`src/vnorm_isqrt.sv`:
```
// pipelined floor square root, one root bit per stage, with sideband
module vnorm_isqrt #(
    parameter int SUM_W = 33,
    parameter int ROOT_W = 17,
    parameter int SIDE_W = 68
) (
    input  logic              clk,
    input  logic              rst_n,
    input  logic              en,
    input  logic              in_valid,
    input  logic [SUM_W-1:0]  in_radicand,
    input  logic [SIDE_W-1:0] in_side,
    output logic              out_valid,
    output logic [ROOT_W-1:0] out_root,
    output logic [SIDE_W-1:0] out_side
);

    localparam int X_W = 2 * ROOT_W;
    localparam int REM_W = ROOT_W + 2;

    logic              vld_reg  [ROOT_W];
    logic [X_W-1:0]    x_reg    [ROOT_W];
    logic [ROOT_W-1:0] root_reg [ROOT_W];
    logic [REM_W-1:0]  rem_reg  [ROOT_W];
    logic [SIDE_W-1:0] side_reg [ROOT_W];

    genvar k;
    generate
        for (k = 0; k < ROOT_W; k++) begin : g_stage
            logic              vld_prev;
            logic [X_W-1:0]    x_prev;
            logic [ROOT_W-1:0] root_prev;
            logic [REM_W-1:0]  rem_prev;
            logic [SIDE_W-1:0] side_prev;
            logic [REM_W-1:0]  shifted;
            logic [REM_W-1:0]  trial;
            logic              ge;

            // stage input selection
            if (k == 0) begin : g_first
                assign vld_prev  = in_valid;
                assign x_prev    = X_W'(in_radicand);
                assign root_prev = '0;
                assign rem_prev  = '0;
                assign side_prev = in_side;
            end else begin : g_next
                assign vld_prev  = vld_reg[k-1];
                assign x_prev    = x_reg[k-1];
                assign root_prev = root_reg[k-1];
                assign rem_prev  = rem_reg[k-1];
                assign side_prev = side_reg[k-1];
            end

            // one restoring root step
            assign shifted = {rem_prev[ROOT_W-1:0], x_prev[X_W-1 -: 2]};
            assign trial   = {root_prev, 2'b01};
            assign ge      = shifted >= trial;

            always_ff @(posedge clk or negedge rst_n)
            begin
                if (!rst_n)
                begin
                    vld_reg[k] <= 1'b0;
                end
                else if (en)
                begin
                    vld_reg[k] <= vld_prev;
                end
            end

            always_ff @(posedge clk)
            begin
                if (en)
                begin
                    x_reg[k]    <= x_prev << 2;
                    root_reg[k] <= {root_prev[ROOT_W-2:0], ge};
                    rem_reg[k]  <= ge ? (shifted - trial) : shifted;
                    side_reg[k] <= side_prev;
                end
            end
        end
    endgenerate

    assign out_valid = vld_reg[ROOT_W-1];
    assign out_root  = root_reg[ROOT_W-1];
    assign out_side  = side_reg[ROOT_W-1];

endmodule

```
`config.mk`:
```
export PLATFORM = sky130hd
export DESIGN_NAME = vnorm_isqrt
export DESIGN_NICKNAME = d
export VERILOG_FILES = /design/src/vnorm_isqrt.sv
export SDC_FILE = /design/constraint.sdc
export NUM_CORES = 1
export LEC_CHECK = 0
export BUFFER_PORTS_ARGS = -buffer_cell sky130_fd_sc_hd__buf_4
export CAP_MARGIN = 0
export CELL_PAD_IN_SITES_DETAIL_PLACEMENT = 0
export CELL_PAD_IN_SITES_GLOBAL_PLACEMENT = 1
export CORE_MARGIN = 2
export CORE_UTILIZATION = 40
export DETAILED_ROUTE_END_ITERATION = 12
export GPL_TIMING_DRIVEN = 0
export PLACE_DENSITY = 0.6
export SLEW_MARGIN = 20
export SYNTH_ARGS = -nofsm -noshare
export SYNTH_HDL_FRONTEND = slang
export SYNTH_SLANG_ARGS = --single-unit
```
`constraint.sdc`:
```
create_clock -name clk -period 4 [get_ports clk]
set_input_delay 0.6 -clock clk [delete_from_list [all_inputs] [get_ports clk]]
set_output_delay 0.6 -clock clk [all_outputs]
set_load 0.1 [all_outputs]
```
==> metrics <==
CTS sink cnt=1848; Chip Height=413.0 um; final net count=4318; aggregate global-route resource usage=0.1112; RSZ-0062 raised after global routing=false; skew final=between 0.06 and 0.07 ns; Area Growth Syn to Fin=17.55%; Finished Layout Cells=~6400; routability cong.=around 0.89; pwr dens=570.4 nW/um^2; Max FO, Critical Path=10; Setup-failing EPs final=0; initial antenna violation count=1; main area contributors after synthesis=edfxtp_1 82%, ha_1 3.2%, mux2_2 1.6%; Syn Inst Count=between 3000 and 4000; Post-CTS Resized=0; Clock Latency Late Sink=between 0.8 and 0.9 ns; share of cells above drive strength 1=0.1408; critical path's top delay family=compound AO/OA/AOI/OAI gates; Setup crit end=rem_reg[0][301]$_DFFE_PP_; HPWL after detailed placement=roughly 58 mm; die footprint=~170000 um^2; Cell Count Post-Placement=5950; Setup crit start=rem_reg[0][267]$_DFFE_PP_; Post-synth ARST share=0.009199; CTS tree=built; top layer in use=met4; Leak=~28 nW; Crit path required time=4.58 ns; Clock transition at path regs=approximately 0.060 ns; design area=between 70000 and 80000 um^2; clk root buf=clkbuf_16; worst r2r path cells=9; routed len/inst=14.84 um; number of stages on the worst setup path=9; global-route wire length before repair=151.2 mm; fmax=around 270 MHz; pins over their slew limit=0; I/O pin count=approximately 190; met3 wire len=around 4 mm; post-layout power=~0.045 W; Final WS setup=0.2692 ns; Num CTS Buffers=192; vias per inst=around 4.7; Syn Std Cell Area=~67000 um^2; slowest stage delay, CP=0.67 ns; total congestion overflow=0; Slowest-stage cell, CP=o211ai_1; WP buf/inv=2; port bufs=190; worst r2r src=rem_reg[0][267]$_DFFE_PP_; CP Cell Sequence=ha_1 > a21oi_1 > a21oi_1 > o311a_1 > o211ai_1 > and2_1 > buf_2 > buf_2 > mux2_2; Initial Util=0.4015; average size of a mapped cell=18.89 um^2; maximum clock insertion buffer count=3; Synthesized Nets=about 3800; Startpoint Class=flip-flop; Core Region=roughly 170000 um^2; Setup Slack @ Placement=-0.1132 ns; First-pass DRT Iterations=5; Synth Warn #=0; VDD IR-drop max=between 0.0004 and 0.0005 V; most frequent cell after synthesis=edfxtp_1; post-CTS setup buffers=0; crit share post-route=0.9327; drt total wl=roughly 95 mm; metal2 WL=approximately 48 mm; Setup TNS=0 ns; Placed Area=approximately 70000 um^2; Distinct cells, synth=83; number of core rows=150; Final Hold Fails=0; vias in the first global route=29510; dominant synthesized flop cell=edfxtp_1; max reg flops=roughly 1200; Die Span X=413.0 um; Seq/Total Area, Yosys=0.8280; arrival time worst endpoint=between 4 and 5 ns; fin crit period=between 3 and 4 ns; EDFF count, synth=approximately 1800; Setup crit end kind=flip-flop; drt initial violations=approximately 1800; Metal-1 WL=around 40 mm; DRT antenna net count=0; flop2flop setup slack=around 0.27 ns; Worst Max-Slew Pin Slew=roughly 0.96 ns; outcome=complete, no violations; largest net degree at the start of global routing=158; Commonest cells post-synth=1831 x edfxtp_1, 220 x inv_1, 170 x ha_1; DRC violations left=0; Yosys reg bits=1848; H-tree Lvls=4; relative slew slack=0.3582; top-area cell type share of the netlist area=0.8217; max cap viols=0; DR vias=slightly below 30000; cell taking the most area after synthesis=edfxtp_1; critical path class=flip-flop to flip-flop; reg2reg end=rem_reg[0][301]$_DFFE_PP_; min-delay worst type=primary input to async pin
==> cell type report <==
class                   instances  area [um^2]
clock buffers                 234         4982
well taps                    2204         2758
plain buffers                  28        130.1
flip-flops and latches       1848        55410
diodes                          3        7.507
clock inverters               100         1155
inverters                     220        825.8
fillers                     14080        88000
multi-input cells            1447        10560
repair buffers                306         2835
==> metrics by stage <==
| step | hold WS (ns) | utilization |
|---|---|---|
| 3_5_place_dp | 0.4045 | 0.4289 |
| 6_report | 0.1813 | 0.4720 |
| 5_1_grt | 0.1472 | 0.4719 |
| 4_1_cts | 0.08670 | 0.4719 |
| 2_1_floorplan | 0.3044 | - |
| 3_3_place_gp | 0.4002 | 0.4266 |
==> metal layers <==
metal  up-vias  GRT usage
met5         -          0
met4         0    0.06025
met3       274    0.02957
met2       511     0.1880
met1     14250     0.1289
li1      14720          -
==> report_power, final <==
group	total [W]	internal (W)	switching (W)
logic	0.00398	0.00164	0.00234
clock network	0.0172	0.00998	0.00718
registers	0.0237	0.0231	0.000580
total	0.0449	0.0348	0.0101
==> cells by family after synthesis <==
kind of cell | count (synthesis) | share of synthesized area
multiplexers | 108 | 0.01799
other | 1 | 0.00005604
adder cells (fa/ha/maj) | 170 | 0.03179
flip-flops | 1848 | 0.8280
XOR/XNOR | 159 | 0.02092
AND/OR/NAND/NOR | 555 | 0.04286
AO/OA/AOI/OAI | 454 | 0.04409
buffers and inverters | 248 | 0.01429
==> how the worst min path moves through the flow <==
stage	endpoint	start	slack (ns)
global route	g_stage[7].vld_prev$_DFFE_PN0P_	rst_n	0.15
detailed placement	side_reg[0][1000]$_DFFE_PP_	side_reg[0][932]$_DFFE_PP_	0.40
finish	g_stage[6].vld_prev$_DFFE_PN0P_	rst_n	0.18
CTS	g_stage[1].vld_prev$_DFFE_PN0P_	rst_n	0.09
floorplan	g_stage[10].vld_prev$_DFFE_PN0P_	rst_n	0.30
global placement	side_reg[0][221]$_DFFE_PP_	side_reg[0][153]$_DFFE_PP_	0.40
==> layout by cell type, fill, tap and decap left out, drive strengths merged, types with 17 or more instances in the layout <==
master / netlist / routed
nor3: 63 / 63
ha: 170 / 170
nor4: 21 / 21
nor2b: 27 / 27
o21a: 51 / 51
buf: 12 / 215
xnor2: 102 / 102
nand4: 23 / 23
o211ai: 19 / 19
xor2: 57 / 57
a21o: 33 / 33
edfxtp: 1831 / 1831
nand3: 41 / 41
dfrtp: 17 / 17
clkinv: 0 / 72
nand2: 133 / 133
o21ai: 121 / 121
inv: 220 / 226
nor2: 121 / 121
clkbuf: 16 / 250
a21oi: 103 / 103
mux2: 95 / 95
or3: 25 / 25
bufinv: 0 / 17
nand2b: 22 / 22
dlygate4sd3: 0 / 103
==> repair_timing <==
item	in CTS	in global routing
setup endpoints to repair	0	1
endpoints found under the hold margin	119	0
hold buffers	103	0
Note: power is estimated with default switching activity, not from simulation.
